File: config.mk
export PLATFORM = sky130hd
export DESIGN_NAME = touch_to_thumbstick_mapper_top
export DESIGN_NICKNAME = d
export VERILOG_FILES = /design/src/rtl/ttsm_pkg.sv /design/src/rtl/ttsm_mul.sv /design/src/rtl/ttsm_iter.sv /design/src/rtl/touch_to_thumbstick_mapper_top.sv
export SDC_FILE = /design/constraint.sdc
export NUM_CORES = 2
export LEC_CHECK = 0
export BUFFER_PORTS_ARGS = -buffer_cell sky130_fd_sc_hd__buf_2
export CAP_MARGIN = 40
export CORE_UTILIZATION = 38
export DETAILED_ROUTE_END_ITERATION = 10
export PLACE_DENSITY = 0.52
export SYNTH_ARGS = -nofsm -noshare
export SYNTH_HDL_FRONTEND = slang
export SYNTH_SLANG_ARGS = --single-unit
File: constraint.sdc
create_clock -name clk_i -period 18.3 [get_ports clk_i]
set_clock_uncertainty 0.15 [all_clocks]
set_input_delay 5.49 -clock clk_i [delete_from_list [all_inputs] [get_ports clk_i]]
set_output_delay 5.49 -clock clk_i [all_outputs]
set_load 0.1 [all_outputs]
File: src/rtl/ttsm_pkg.sv
// Shared types and constants for the touch-to-thumbstick mapper.
package ttsm_pkg;

  // Shared iterative unit sizing
  localparam int RemW  = 32;  // partial remainder
  localparam int SrcW  = 58;  // operand bits shifted in from the top
  localparam int QuoW  = 29;  // quotient / root
  localparam int StepW = 5;

  localparam logic [StepW-1:0] StepsAy   = StepW'(28);
  localparam logic [StepW-1:0] StepsSqrt = StepW'(29);
  localparam logic [StepW-1:0] StepsQ16  = StepW'(16);

  localparam int MulW = 28;
  localparam int ProdW = 2 * MulW;

  localparam logic [15:0] ThreshQ15 = 16'd3277;
  localparam logic [15:0] OneQ15    = 16'd32768;

  localparam logic [1:0] KEY_UP      = 2'd0;
  localparam logic [1:0] KEY_PRESSED = 2'd1;

  localparam logic [1:0] MODE_AREA  = 2'd0;
  localparam logic [1:0] MODE_ACT   = 2'd1;
  localparam logic [1:0] MODE_SWIPE = 2'd2;

  typedef enum logic [2:0] {
    CFG_CENTER_MODE = 3'd0,
    CFG_AREA_CX     = 3'd1,
    CFG_AREA_CY     = 3'd2,
    CFG_RADIUS      = 3'd3,
    CFG_ASPECT      = 3'd4,
    CFG_MAX_AXIS    = 3'd5,
    CFG_ENABLE      = 3'd6
  } cfg_idx_e;

  // Request to the shared divide / square root unit
  typedef struct packed {
    logic             start;
    logic             is_sqrt;
    logic [StepW-1:0] steps;
    logic [RemW-1:0]  rem;
    logic [SrcW-1:0]  src;
    logic [QuoW-1:0]  divisor;
  } iter_req_t;

endpackage

File: src/rtl/ttsm_mul.sv
// Registered unsigned multiplier shared by all product steps.
module ttsm_mul (
  input  logic                        clk_i,
  input  logic                        en_i,
  input  logic [ttsm_pkg::MulW-1:0]   a_i,
  input  logic [ttsm_pkg::MulW-1:0]   b_i,
  output logic [ttsm_pkg::ProdW-1:0]  p_o
);
  import ttsm_pkg::*;

  logic [ProdW-1:0] p_q;

  // product holds while not enabled
  always_ff @(posedge clk_i) begin
    if (en_i) begin
      p_q <= ProdW'(a_i) * ProdW'(b_i);
    end
  end

  assign p_o = p_q;

endmodule

File: src/rtl/ttsm_iter.sv
// Shared restoring divide / square root unit, one quotient or root bit per cycle.
module ttsm_iter (
  input  logic                       clk_i,
  input  logic                       rst_ni,
  input  ttsm_pkg::iter_req_t        req_i,
  output logic                       busy_o,
  output logic [ttsm_pkg::QuoW-1:0]  quo_o
);
  import ttsm_pkg::*;

  logic             busy_q;
  logic [StepW-1:0] cnt_q;
  logic             sqrt_q;
  logic [RemW-1:0]  rem_q, rem_d;
  logic [SrcW-1:0]  src_q;
  logic [QuoW-1:0]  quo_q;
  logic [QuoW-1:0]  div_q;
  logic [RemW-1:0]  rsh, trial;
  logic [RemW:0]    diff;
  logic             ge;

  always_comb begin
    if (sqrt_q) begin
      rsh   = {rem_q[RemW-3:0], src_q[SrcW-1 -: 2]};
      trial = {1'b0, quo_q, 2'b01};
    end else begin
      rsh   = {rem_q[RemW-2:0], src_q[SrcW-1]};
      trial = {3'b000, div_q};
    end
    diff  = {1'b0, rsh} - {1'b0, trial};
    ge    = ~diff[RemW];
    rem_d = ge ? diff[RemW-1:0] : rsh;
  end

  always_ff @(posedge clk_i or negedge rst_ni) begin
    if (!rst_ni) begin
      busy_q <= 1'b0;
      cnt_q  <= '0;
    end else if (req_i.start) begin
      busy_q <= 1'b1;
      cnt_q  <= req_i.steps;
    end else if (busy_q) begin
      cnt_q <= cnt_q - StepW'(1);
      if (cnt_q == StepW'(1)) begin
        busy_q <= 1'b0;
      end
    end
  end

  always_ff @(posedge clk_i) begin
    if (req_i.start) begin
      sqrt_q <= req_i.is_sqrt;
      rem_q  <= req_i.rem;
      src_q  <= req_i.src;
      div_q  <= req_i.divisor;
      quo_q  <= '0;
    end else if (busy_q) begin
      rem_q <= rem_d;
      src_q <= sqrt_q ? {src_q[SrcW-3:0], 2'b00} : {src_q[SrcW-2:0], 1'b0};
      quo_q <= {quo_q[QuoW-2:0], ge};
    end
  end

  assign busy_o = busy_q;
  assign quo_o  = quo_q;

endmodule

File: src/rtl/touch_to_thumbstick_mapper_top.sv
// Top level of the touch-to-thumbstick mapper: config, sequencer, output register.
//
// Channel | Dir | Handshake                     | Payload
// --------+-----+-------------------------------+---------------------------------------
// s_axis  | in  | s_axis_tvalid_i/s_axis_tready_o | tuser key_state, tdata x, y, frame time
// m_axis  | out | m_axis_tvalid_o/m_axis_tready_i | tuser is_active, tdata 5 Q1.15 values
// cfg     | in  | cfg_we_i (no back-pressure)    | cfg_idx_i register, cfg_data_i value
//
// In an active frame (after the blend states in swipe mode) the shared divide / sqrt
// unit runs 28 steps for the aspect divide, 29 for the length root and 3 x 16 for
// strength and the two direction quotients (skipped for a zero length), one bit per cycle.
// An up or disabled frame goes straight from idle to done. Input ready only in the idle state.
// The output register holds a finished beat while the sequencer starts the next
// frame; the sequencer stalls only when a second result is done before the first
// is taken. Reset is asynchronous, active low; no clearing pass is needed.
module touch_to_thumbstick_mapper_top (
  input  logic        clk_i,
  input  logic        rst_ni,
  // cfg write port
  input  logic        cfg_we_i,
  input  logic [2:0]  cfg_idx_i,
  input  logic [15:0] cfg_data_i,
  // input frames
  input  logic        s_axis_tvalid_i,
  output logic        s_axis_tready_o,
  input  logic [47:0] s_axis_tdata_i,   // [15:0] touch_x, [31:16] touch_y, [47:32] frame_time
  input  logic [1:0]  s_axis_tuser_i,   // [1:0] key_state
  // results
  output logic        m_axis_tvalid_o,
  input  logic        m_axis_tready_i,
  output logic [79:0] m_axis_tdata_o,   // [15:0] left, [31:16] right, [47:32] up,
                                        // [63:48] down, [79:64] strength
  output logic        m_axis_tuser_o    // [0] is_active
);
  import ttsm_pkg::*;

  typedef enum logic [17:0] {
    S_IDLE   = 18'h00001,
    S_BLX    = 18'h00002,  // blend: x product
    S_BLY    = 18'h00004,  // blend: update cx, y product
    S_BLW    = 18'h00008,  // blend: update cy
    S_CENTER = 18'h00010,  // latch touch, press handling
    S_DIFF   = 18'h00020,  // deltas, start aspect divide, ax^2
    S_AYDIV  = 18'h00040,
    S_AYSQ   = 18'h00080,
    S_SQRT0  = 18'h00100,
    S_SQRTW  = 18'h00200,
    S_STR0   = 18'h00400,
    S_STRW   = 18'h00800,
    S_VX0    = 18'h01000,
    S_VX1    = 18'h02000,
    S_VXW    = 18'h04000,
    S_VY1    = 18'h08000,
    S_VYW    = 18'h10000,
    S_DONE   = 18'h20000
  } state_e;

  state_e state_q, state_d;

  // config registers
  logic [1:0]  mode_q;
  logic [15:0] acx_q, acy_q, rad_q, asp_q;
  logic        max_q, en_q;

  // persistent stick state
  logic [15:0] cx_q, cy_q, ltx_q, lty_q;

  // current frame and intermediates
  logic [1:0]      ks_q;
  logic [15:0]     tx_q, ty_q, ft_q;
  logic            active_q;
  logic [15:0]     ax_q;
  logic [27:0]     ay_q;
  logic            xneg_q, yneg_q;
  logic [56:0]     sq_q;
  logic [QuoW-1:0] len_q;
  logic [15:0]     str_q, vx_q, vy_q;

  // output register
  logic        m_valid_q;
  logic        m_user_q;
  logic [79:0] m_data_q;

  // shared units
  logic [MulW-1:0]  mul_a, mul_b;
  logic             mul_en;
  logic [ProdW-1:0] prod;
  iter_req_t        req;
  logic             iter_busy;
  logic [QuoW-1:0]  quo;

  logic s_fire, out_load;

  // ---------------------------------------------------------------------------
  // Config writes
  // ---------------------------------------------------------------------------
  always_ff @(posedge clk_i or negedge rst_ni) begin
    if (!rst_ni) begin
      mode_q <= MODE_AREA;
      acx_q  <= '0;
      acy_q  <= '0;
      rad_q  <= 16'd1;
      asp_q  <= 16'd4096;
      max_q  <= 1'b0;
      en_q   <= 1'b1;
    end else if (cfg_we_i) begin
      unique case (cfg_idx_e'(cfg_idx_i))
        CFG_CENTER_MODE: mode_q <= cfg_data_i[1:0];
        CFG_AREA_CX:     acx_q  <= cfg_data_i;
        CFG_AREA_CY:     acy_q  <= cfg_data_i;
        CFG_RADIUS:      rad_q  <= cfg_data_i;
        CFG_ASPECT:      asp_q  <= cfg_data_i;
        CFG_MAX_AXIS:    max_q  <= cfg_data_i[0];
        CFG_ENABLE:      en_q   <= cfg_data_i[0];
        default: ;
      endcase
    end
  end

  // zero radius / aspect act as 1
  logic [15:0] rad_eff, asp_eff;
  assign rad_eff = (rad_q == 16'd0) ? 16'd1 : rad_q;
  assign asp_eff = (asp_q == 16'd0) ? 16'd1 : asp_q;

  // ---------------------------------------------------------------------------
  // Combinational helpers
  // ---------------------------------------------------------------------------
  // swipe follow rate t = min(1.0, 4*dt) in Q16
  logic [17:0] ft4;
  logic [16:0] t_blend;
  assign ft4     = {ft_q, 2'b00};
  assign t_blend = (ft4 > 18'd65536) ? 17'h10000 : ft4[16:0];

  logic        bx_neg, by_neg;
  logic [15:0] bx_mag, by_mag;
  assign bx_neg = ltx_q < cx_q;
  assign by_neg = lty_q < cy_q;
  assign bx_mag = bx_neg ? (cx_q - ltx_q) : (ltx_q - cx_q);
  assign by_mag = by_neg ? (cy_q - lty_q) : (lty_q - cy_q);

  // c + floor((d*t + 32768) / 65536), product given as magnitude plus sign
  function automatic logic [15:0] blend_f(input logic [15:0] c, input logic neg,
                                          input logic [31:0] p);
    logic signed [34:0] q;
    q = neg ? (35'sd32768 - $signed({3'b000, p})) : ($signed({3'b000, p}) + 35'sd32768);
    return c + q[31:16];
  endfunction

  // vector from center to touch (center already updated)
  logic        dx_neg, dy_neg;
  logic [15:0] ax_c, ay_raw;
  logic [28:0] ay_num;
  assign dx_neg = tx_q < cx_q;
  assign dy_neg = ty_q < cy_q;
  assign ax_c   = dx_neg ? (cx_q - tx_q) : (tx_q - cx_q);
  assign ay_raw = dy_neg ? (cy_q - ty_q) : (ty_q - cy_q);
  assign ay_num = {1'b0, ay_raw, 12'h000} + {14'd0, asp_eff[15:1]};

  logic [15:0] len_min;
  logic [56:0] sq_sum;
  assign len_min = (len_q < {13'd0, rad_eff}) ? len_q[15:0] : rad_eff;
  assign sq_sum  = sq_q + {1'b0, prod};

  // ---------------------------------------------------------------------------
  // Shared multiplier operands
  // ---------------------------------------------------------------------------
  always_comb begin
    mul_en = 1'b1;
    mul_a  = '0;
    mul_b  = '0;
    unique case (state_q)
      S_BLX: begin
        mul_a = {12'd0, bx_mag};
        mul_b = {11'd0, t_blend};
      end
      S_BLY: begin
        mul_a = {12'd0, by_mag};
        mul_b = {11'd0, t_blend};
      end
      S_DIFF: begin
        mul_a = {12'd0, ax_c};
        mul_b = {12'd0, ax_c};
      end
      S_AYSQ: begin
        mul_a = ay_q;
        mul_b = ay_q;
      end
      S_VX0: begin
        mul_a = {12'd0, ax_q};
        mul_b = {12'd0, str_q};
      end
      S_VX1: begin
        mul_a = ay_q;
        mul_b = {12'd0, str_q};
      end
      default: mul_en = 1'b0;
    endcase
  end

  ttsm_mul u_mul (
    .clk_i (clk_i),
    .en_i  (mul_en),
    .a_i   (mul_a),
    .b_i   (mul_b),
    .p_o   (prod)
  );

  // ---------------------------------------------------------------------------
  // Shared divide / sqrt requests
  // ---------------------------------------------------------------------------
  always_comb begin
    req         = '0;
    req.divisor = {QuoW{1'b0}};
    unique case (state_q)
      S_DIFF: begin   // ay * 4096 / aspect, rounded
        req.start   = 1'b1;
        req.steps   = StepsAy;
        req.rem     = {31'd0, ay_num[28]};
        req.src     = {ay_num[27:0], 30'd0};
        req.divisor = {13'd0, asp_eff};
      end
      S_SQRT0: begin  // len = isqrt(ax^2 + ay^2)
        req.start   = 1'b1;
        req.is_sqrt = 1'b1;
        req.steps   = StepsSqrt;
        req.src     = {1'b0, sq_sum};
      end
      S_STR0: begin   // min(len, r) * 32768 / r
        req.start   = 1'b1;
        req.steps   = StepsQ16;
        req.rem     = {17'd0, len_min[15:1]};
        req.src     = {len_min[0], 57'd0};
        req.divisor = {13'd0, rad_eff};
      end
      S_VX1, S_VY1: begin  // component * strength / len
        req.start   = 1'b1;
        req.steps   = StepsQ16;
        req.rem     = {3'd0, prod[44:16]};
        req.src     = {prod[15:0], 42'd0};
        req.divisor = len_q;
      end
      default: ;
    endcase
  end

  ttsm_iter u_iter (
    .clk_i  (clk_i),
    .rst_ni (rst_ni),
    .req_i  (req),
    .busy_o (iter_busy),
    .quo_o  (quo)
  );

  // ---------------------------------------------------------------------------
  // Sequencer
  // ---------------------------------------------------------------------------
  assign s_axis_tready_o = (state_q == S_IDLE);
  assign s_fire          = s_axis_tvalid_i & s_axis_tready_o;
  assign out_load        = (state_q == S_DONE) & (~m_valid_q | m_axis_tready_i);

  always_comb begin
    state_d = state_q;
    unique case (state_q)
      S_IDLE: begin
        if (s_fire) begin
          if (!en_q || s_axis_tuser_i == KEY_UP) begin
            state_d = S_DONE;
          end else if (mode_q == MODE_SWIPE) begin
            state_d = S_BLX;
          end else begin
            state_d = S_CENTER;
          end
        end
      end
      S_BLX:    state_d = S_BLY;
      S_BLY:    state_d = S_BLW;
      S_BLW:    state_d = S_CENTER;
      S_CENTER: state_d = S_DIFF;
      S_DIFF:   state_d = S_AYDIV;
      S_AYDIV:  if (!iter_busy) state_d = S_AYSQ;
      S_AYSQ:   state_d = S_SQRT0;
      S_SQRT0:  state_d = S_SQRTW;
      S_SQRTW:  if (!iter_busy) state_d = S_STR0;
      S_STR0:   state_d = S_STRW;
      S_STRW: begin
        if (!iter_busy) begin
          state_d = (len_q == '0) ? S_DONE : S_VX0;
        end
      end
      S_VX0:    state_d = S_VX1;
      S_VX1:    state_d = S_VXW;
      S_VXW:    if (!iter_busy) state_d = S_VY1;
      S_VY1:    state_d = S_VYW;
      S_VYW:    if (!iter_busy) state_d = S_DONE;
      S_DONE:   if (out_load) state_d = S_IDLE;
      default:  state_d = S_IDLE;
    endcase
  end

  always_ff @(posedge clk_i or negedge rst_ni) begin
    if (!rst_ni) begin
      state_q <= S_IDLE;
    end else begin
      state_q <= state_d;
    end
  end

  // persistent stick state: swipe blend, touch latch, press
  always_ff @(posedge clk_i or negedge rst_ni) begin
    if (!rst_ni) begin
      cx_q  <= '0;
      cy_q  <= '0;
      ltx_q <= '0;
      lty_q <= '0;
    end else begin
      if (state_q == S_BLY) begin
        cx_q <= blend_f(cx_q, bx_neg, prod[31:0]);
      end
      if (state_q == S_BLW) begin
        cy_q <= blend_f(cy_q, by_neg, prod[31:0]);
      end
      if (state_q == S_CENTER) begin
        ltx_q <= tx_q;
        lty_q <= ty_q;
        if (ks_q == KEY_PRESSED) begin
          if (mode_q == MODE_ACT || mode_q == MODE_SWIPE) begin
            cx_q <= tx_q;
            cy_q <= ty_q;
          end else begin
            cx_q <= acx_q;
            cy_q <= acy_q;
          end
        end
      end
    end
  end

  // frame datapath registers
  always_ff @(posedge clk_i) begin
    if (s_fire) begin
      ks_q     <= s_axis_tuser_i;
      tx_q     <= s_axis_tdata_i[15:0];
      ty_q     <= s_axis_tdata_i[31:16];
      ft_q     <= s_axis_tdata_i[47:32];
      active_q <= en_q & (s_axis_tuser_i != KEY_UP);
    end
    if (state_q == S_DIFF) begin
      ax_q   <= ax_c;
      xneg_q <= dx_neg;
      yneg_q <= dy_neg;
    end
    if (state_q == S_AYDIV && !iter_busy) begin
      ay_q <= quo[27:0];
    end
    if (state_q == S_AYSQ) begin
      sq_q <= {1'b0, prod};
    end
    if (state_q == S_SQRTW && !iter_busy) begin
      len_q <= quo;
    end
    if (state_q == S_STRW && !iter_busy) begin
      str_q <= quo[15:0];
      vx_q  <= '0;
      vy_q  <= '0;
    end
    if (state_q == S_VXW && !iter_busy) begin
      vx_q <= quo[15:0];
    end
    if (state_q == S_VYW && !iter_busy) begin
      vy_q <= quo[15:0];
    end
  end

  // ---------------------------------------------------------------------------
  // Result assembly and output register
  // ---------------------------------------------------------------------------
  function automatic logic [15:0] thresh_f(input logic [15:0] v);
    return (v < ThreshQ15) ? 16'd0 : v;
  endfunction

  logic [15:0] vl, vr, vu, vd, vs;
  logic        x_wins;
  assign x_wins = {12'd0, ax_q} >= ay_q;

  always_comb begin
    vl = '0;
    vr = '0;
    vu = '0;
    vd = '0;
    vs = '0;
    if (active_q) begin
      vs = str_q;
      if (max_q) begin
        // strongest axis only; ties go to x
        if (x_wins) begin
          if (xneg_q) vl = vx_q; else vr = vx_q;
        end else begin
          if (yneg_q) vu = vy_q; else vd = vy_q;
        end
      end else begin
        if (xneg_q) vl = vx_q; else vr = vx_q;
        if (yneg_q) vu = vy_q; else vd = vy_q;
      end
    end
  end

  always_ff @(posedge clk_i or negedge rst_ni) begin
    if (!rst_ni) begin
      m_valid_q <= 1'b0;
    end else if (out_load) begin
      m_valid_q <= 1'b1;
    end else if (m_axis_tready_i) begin
      m_valid_q <= 1'b0;
    end
  end

  always_ff @(posedge clk_i) begin
    if (out_load) begin
      m_user_q <= active_q;
      m_data_q <= {vs, thresh_f(vd), thresh_f(vu), thresh_f(vr), thresh_f(vl)};
    end
  end

  assign m_axis_tvalid_o = m_valid_q;
  assign m_axis_tuser_o  = m_user_q;
  assign m_axis_tdata_o  = m_data_q;

  // ---------------------------------------------------------------------------
  // Assertions
  // ---------------------------------------------------------------------------
  // the shared unit never runs while a new frame can be taken
  assert property (@(posedge clk_i) disable iff (!rst_ni)
    iter_busy |-> !s_axis_tready_o)
    else $error("divide/sqrt unit busy while input ready");

  // an inactive beat carries all-zero values
  assert property (@(posedge clk_i) disable iff (!rst_ni)
    (m_axis_tvalid_o && !m_axis_tuser_o) |-> (m_axis_tdata_o == '0))
    else $error("inactive beat with nonzero values");

  // strength never exceeds full scale
  assert property (@(posedge clk_i) disable iff (!rst_ni)
    m_axis_tvalid_o |-> (m_axis_tdata_o[79:64] <= OneQ15))
    else $error("strength above 1.0");

  // a nonzero direction value is at or above the dead zone
  assert property (@(posedge clk_i) disable iff (!rst_ni)
    m_axis_tvalid_o |->
      ((m_axis_tdata_o[15:0] == '0 || m_axis_tdata_o[15:0] >= ThreshQ15) &&
       (m_axis_tdata_o[31:16] == '0 || m_axis_tdata_o[31:16] >= ThreshQ15) &&
       (m_axis_tdata_o[47:32] == '0 || m_axis_tdata_o[47:32] >= ThreshQ15) &&
       (m_axis_tdata_o[63:48] == '0 || m_axis_tdata_o[63:48] >= ThreshQ15)))
    else $error("direction value inside dead zone");

endmodule

==> metrics.md <==
| Metric | Value |
|---|---|
| Status | completed |
| Avg Synthesized Cell Area | slightly below 10 um2 |
| Share of synthesized area occupied by flip-flops and latches | 0.288 |
| GR Layer Usage met1 | 0.351 |
| Static leakage power | around 33 nW |
| Global-route total usage across every layer | 0.261 |
| Hold path cells | 2 |
| Largest stage delay on the critical path | ~0.60 ns |
| Worst slew margin relative to its limit | 0.341 |
| Least-Margin Pin Slew | 0.988 ns |
| Number of flops mapped to enable cells by yosys | roughly 490 |
| Final number of setup-violating endpoints | 0 |
| Clk sinks | 672 |
| Post-Route Utilization | 0.422 |
| Synth cell types | between 100 and 150 |
| Port-buffer cells | 156 |
| Kind of end point of the critical path | flip-flop |
| Initial antenna violation count | 9 |
| Number of resized instances in the post-cts repair step | 0 |
| Buffer cell driving the clock tree root | sky130_fd_sc_hd__clkbuf_16 |
| Critical-path top delay cell | sky130_fd_sc_hd__a21boi_0 |
| DRT Wirelength | 229 mm |
| Wire length per cell after detailed routing | between 20 and 25 um |
| Number of top-level pins | approximately 160 |
| Total count of hold-check failures in the final report | 0 |
| Netlist area before placement | between 60000 and 70000 um2 |
| Startpoint kind of the worst setup timing path | flip-flop |
| Fill cell instance count of the final layout | around 17000 |
| Count of pins over their slew limit | 0 |
| Maximum number of pins on one net before global-route repair | between 90 and 100 |
| Sequential cell area | between 15000 and 20000 um2 |
| Quantity of hold-fixing buffers added after cts | 0 |
| Async SR Flop Fraction | 0.234 |
| Post-Route Setup TNS | 0 ns |
| Die outline area | approximately 180000 um2 |
| Multi-input gate area | between 40000 and 50000 um2 |
| Maximum buffer depth of the clock tree | 3 |
| Chip width | approximately 420 um |
| Most heavily used metal layer in global routing | met2 |
| CTS Buf Count | 76 |
| Area grow syn2layout | 9.73% |
| Count of warnings emitted by yosys | 0 |
| Crit path kind | reg -> reg |
| Sum of net half-perimeters after detailed placement | 180 mm |
| Final setup margin | 5.74 ns |
| Met2 routing resource usage after global routing | 0.424 |
| TritonCTS clock tree | built |
| Cell area after layout | 72800 um2 |
| Library cell appearing most often on the critical path | sky130_fd_sc_hd__fa_1 |
| H-tree level count | 3 |
| Fraction of layout instances using a drive strength above 1 | 0.0909 |
| Standard-cell rows | ~150 |
| Tightest Hold Check Type | reg -> reg |
| Critical Path AT | 12.83 ns |
| Syn Inst Count | 6825 |
| Net Count, Synth | 8077 |
| Share of the clock period used by the worst path | 0.686 |
| Clock Latency Late Sink | about 0.7 ns |
| Global-route wire length before repair | 340 mm |
| DRC errors left | 0 |
| Vertical die dimension | between 400 and 500 um |
| Largest fanout of any net on the critical path | 28 |
| Total number of vias | between 50000 and 60000 |
| Drt via density | between 5 and 6 |
| CP Data Required Time | between 15 and 20 ns |
| Length of the first detailed-routing pass in iterations | 8 |
| Number of nets with antenna violations after detailed routing | 0 |
| Placed Area | about 70000 um2 |
| Number of buffers inserted by post-CTS setup repair | 0 |
| Worst-case setup slack after placement | just under 6 ns |
| Clock transition time at the flip-flop clock pins of the worst setup and hold paths | 0.06 ns |
| Area of the core region | approximately 170000 um2 |
| Max Clock Freq | roughly 80 MHz |
| Vias in the first global route | 51752 |
| Cells on worst reg2reg path | 40 |
| Final GP Congestion | 0.923 |
| Met3 demand-to-capacity share in global routing | 0.0332 |
| Nets | approximately 8000 |
| Largest voltage drop on the vdd net | ~100 uV |
| Detailed router's first-iteration violation count | 4333 |
| Final period demand of the worst path | 12.56 ns |
| Count of max-cap constraint violations | 0 |
| Seq cells post-synth | 672 |
| Main flop type after synthesis | sky130_fd_sc_hd__edfxtp_1 |
| Cell area power density | between 100 and 150 nW/um2 |
| Overflow left after global routing | 0 |
| Initial cell density of the core | 0.384 |
| RSZ-0062 raised after global routing | false |
-- where the power goes --
part           total (W)  internal, W  switching (W)  leakage, nW
Combinational    0.00426      0.00149        0.00276         25.1
Clock            0.00165     0.000937       0.000715         1.29
Sequential       0.00223      0.00196       0.000266         6.70
-- cells in the mapped netlist, drive strengths merged, types with 80 or more instances --
library cell     n  area (um2)
and2           147         920
ha             491        6140
dfrtp          153        3830
fa             687       13800
xnor2          165        1450
mux2           124        1400
nand2          667        2500
edfxtp         486       14600
buf             86         463
inv           1041        3910
o21ai          255        1290
mux2i          193        1930
xor2            80         701
nor2           539        2030
a21o           152        1140
clkbuf         236         886
a21oi          317        1590
-- per-layer routing --
| metal | part of all wire | routed length (um) |
|---|---|---|
| met1 | 0.43 | 98500 |
| met2 | 0.46 | 106000 |
| met3 | 0.062 | 14300 |
| met4 | 0.043 | 9890 |
| met5 | 0 | 0 |
-- metrics by stage --
stage                     total power (W)  hold slack (ns)  cells
final                             0.00814            0.349   9253
after global routing              0.00858            0.378   9248
after CTS                         0.00812            0.353   9248
after detailed placement          0.00643            0.340   9106
after global placement            0.00638            0.340   9079
after floorplan                   0.00508            0.280   6825
-- cells by family (layout without fill, tap and decap cells) --
| family | count (synthesis) | count (layout) | share of synthesized area |
|---|---|---|---|
| other | 0 | 5 | 0 |
| and+or+nand+nor | 1856 | 1856 | 0.130 |
| muxes | 317 | 317 | 0.0502 |
| xor gates and xnor gates | 245 | 245 | 0.0324 |
| buffers and inverters | 1365 | 1478 | 0.0794 |
| AOI/OAI and AO/OA | 1192 | 1192 | 0.120 |
| adders and majority gates | 1178 | 1178 | 0.300 |
| DFF | 672 | 672 | 0.288 |
-- state kept, by name, summed over array words and instances, names as in the netlist, 18 cells and up --
signal and cells:
ay_q 28, u_iter.quo_o 29, state_q 18, u_iter.rem_q 31
u_iter.div_q 29, m_axis_tdata_o 80, u_iter.src_q 58, u_mul.p_o 56
len_q 29, sq_q 56
-- worst max-delay path, delay by kind of cell (launching register included) --
kind,cells,cell delay [ns]
AND/OR/NAND/NOR,4,1.09
adder cells (fa/ha/maj),10,4.49
flip-flops,1,0.43
buffers and inverters,8,1.44
AO/OA/AOI/OAI,17,4.37
multiplexers,1,0.25
-- placed cells by master, fill, tap and decap left out, types with 77 or more instances in the layout --
| master | instances |
|---|---|
| sky130_fd_sc_hd__and2_1 | 137 |
| sky130_fd_sc_hd__nand2_1 | 666 |
| sky130_fd_sc_hd__inv_1 | 1039 |
| sky130_fd_sc_hd__buf_2 | 156 |
| sky130_fd_sc_hd__mux2i_1 | 193 |
| sky130_fd_sc_hd__a21oi_1 | 317 |
| sky130_fd_sc_hd__dfrtp_1 | 152 |
| sky130_fd_sc_hd__a21o_1 | 152 |
| sky130_fd_sc_hd__edfxtp_1 | 486 |
| sky130_fd_sc_hd__buf_4 | 111 |
| sky130_fd_sc_hd__clkbuf_16 | 77 |
| sky130_fd_sc_hd__nand2b_1 | 79 |
| sky130_fd_sc_hd__mux2_2 | 124 |
| sky130_fd_sc_hd__o21ai_0 | 246 |
| sky130_fd_sc_hd__xnor2_1 | 165 |
| sky130_fd_sc_hd__fa_1 | 687 |
| sky130_fd_sc_hd__xor2_1 | 80 |
| sky130_fd_sc_hd__nor2_1 | 536 |
| sky130_fd_sc_hd__ha_1 | 490 |
-- worst paths after layout --
kind,startpoint,end,slack (ns)
setup / recovery,tx_q[0],u_mul.p_o[55],5.74
hold / removal,lty_q[15],lty_q[15],0.35
max in group asynchronous,rst_ni,u_iter.busy_o,12.14
min in group asynchronous,rst_ni,ltx_q[14],4.49
hold reg to reg,lty_q[15],lty_q[15],0.35
setup reg to reg,tx_q[0],u_mul.p_o[55],5.74
-- cell type report --
type / instances / area share
multi-input cells: 4788 / 0.579
flip-flops and latches: 672 / 0.263
inverters: 1043 / 0.0538
well taps: 2310 / 0.0397
repair buffers: 293 / 0.0290
clock buffers: 95 / 0.0281
clock inverters: 47 / 0.00794
diodes: 5 / 0.000172
Note: power is estimated with default switching activity, not from simulation.
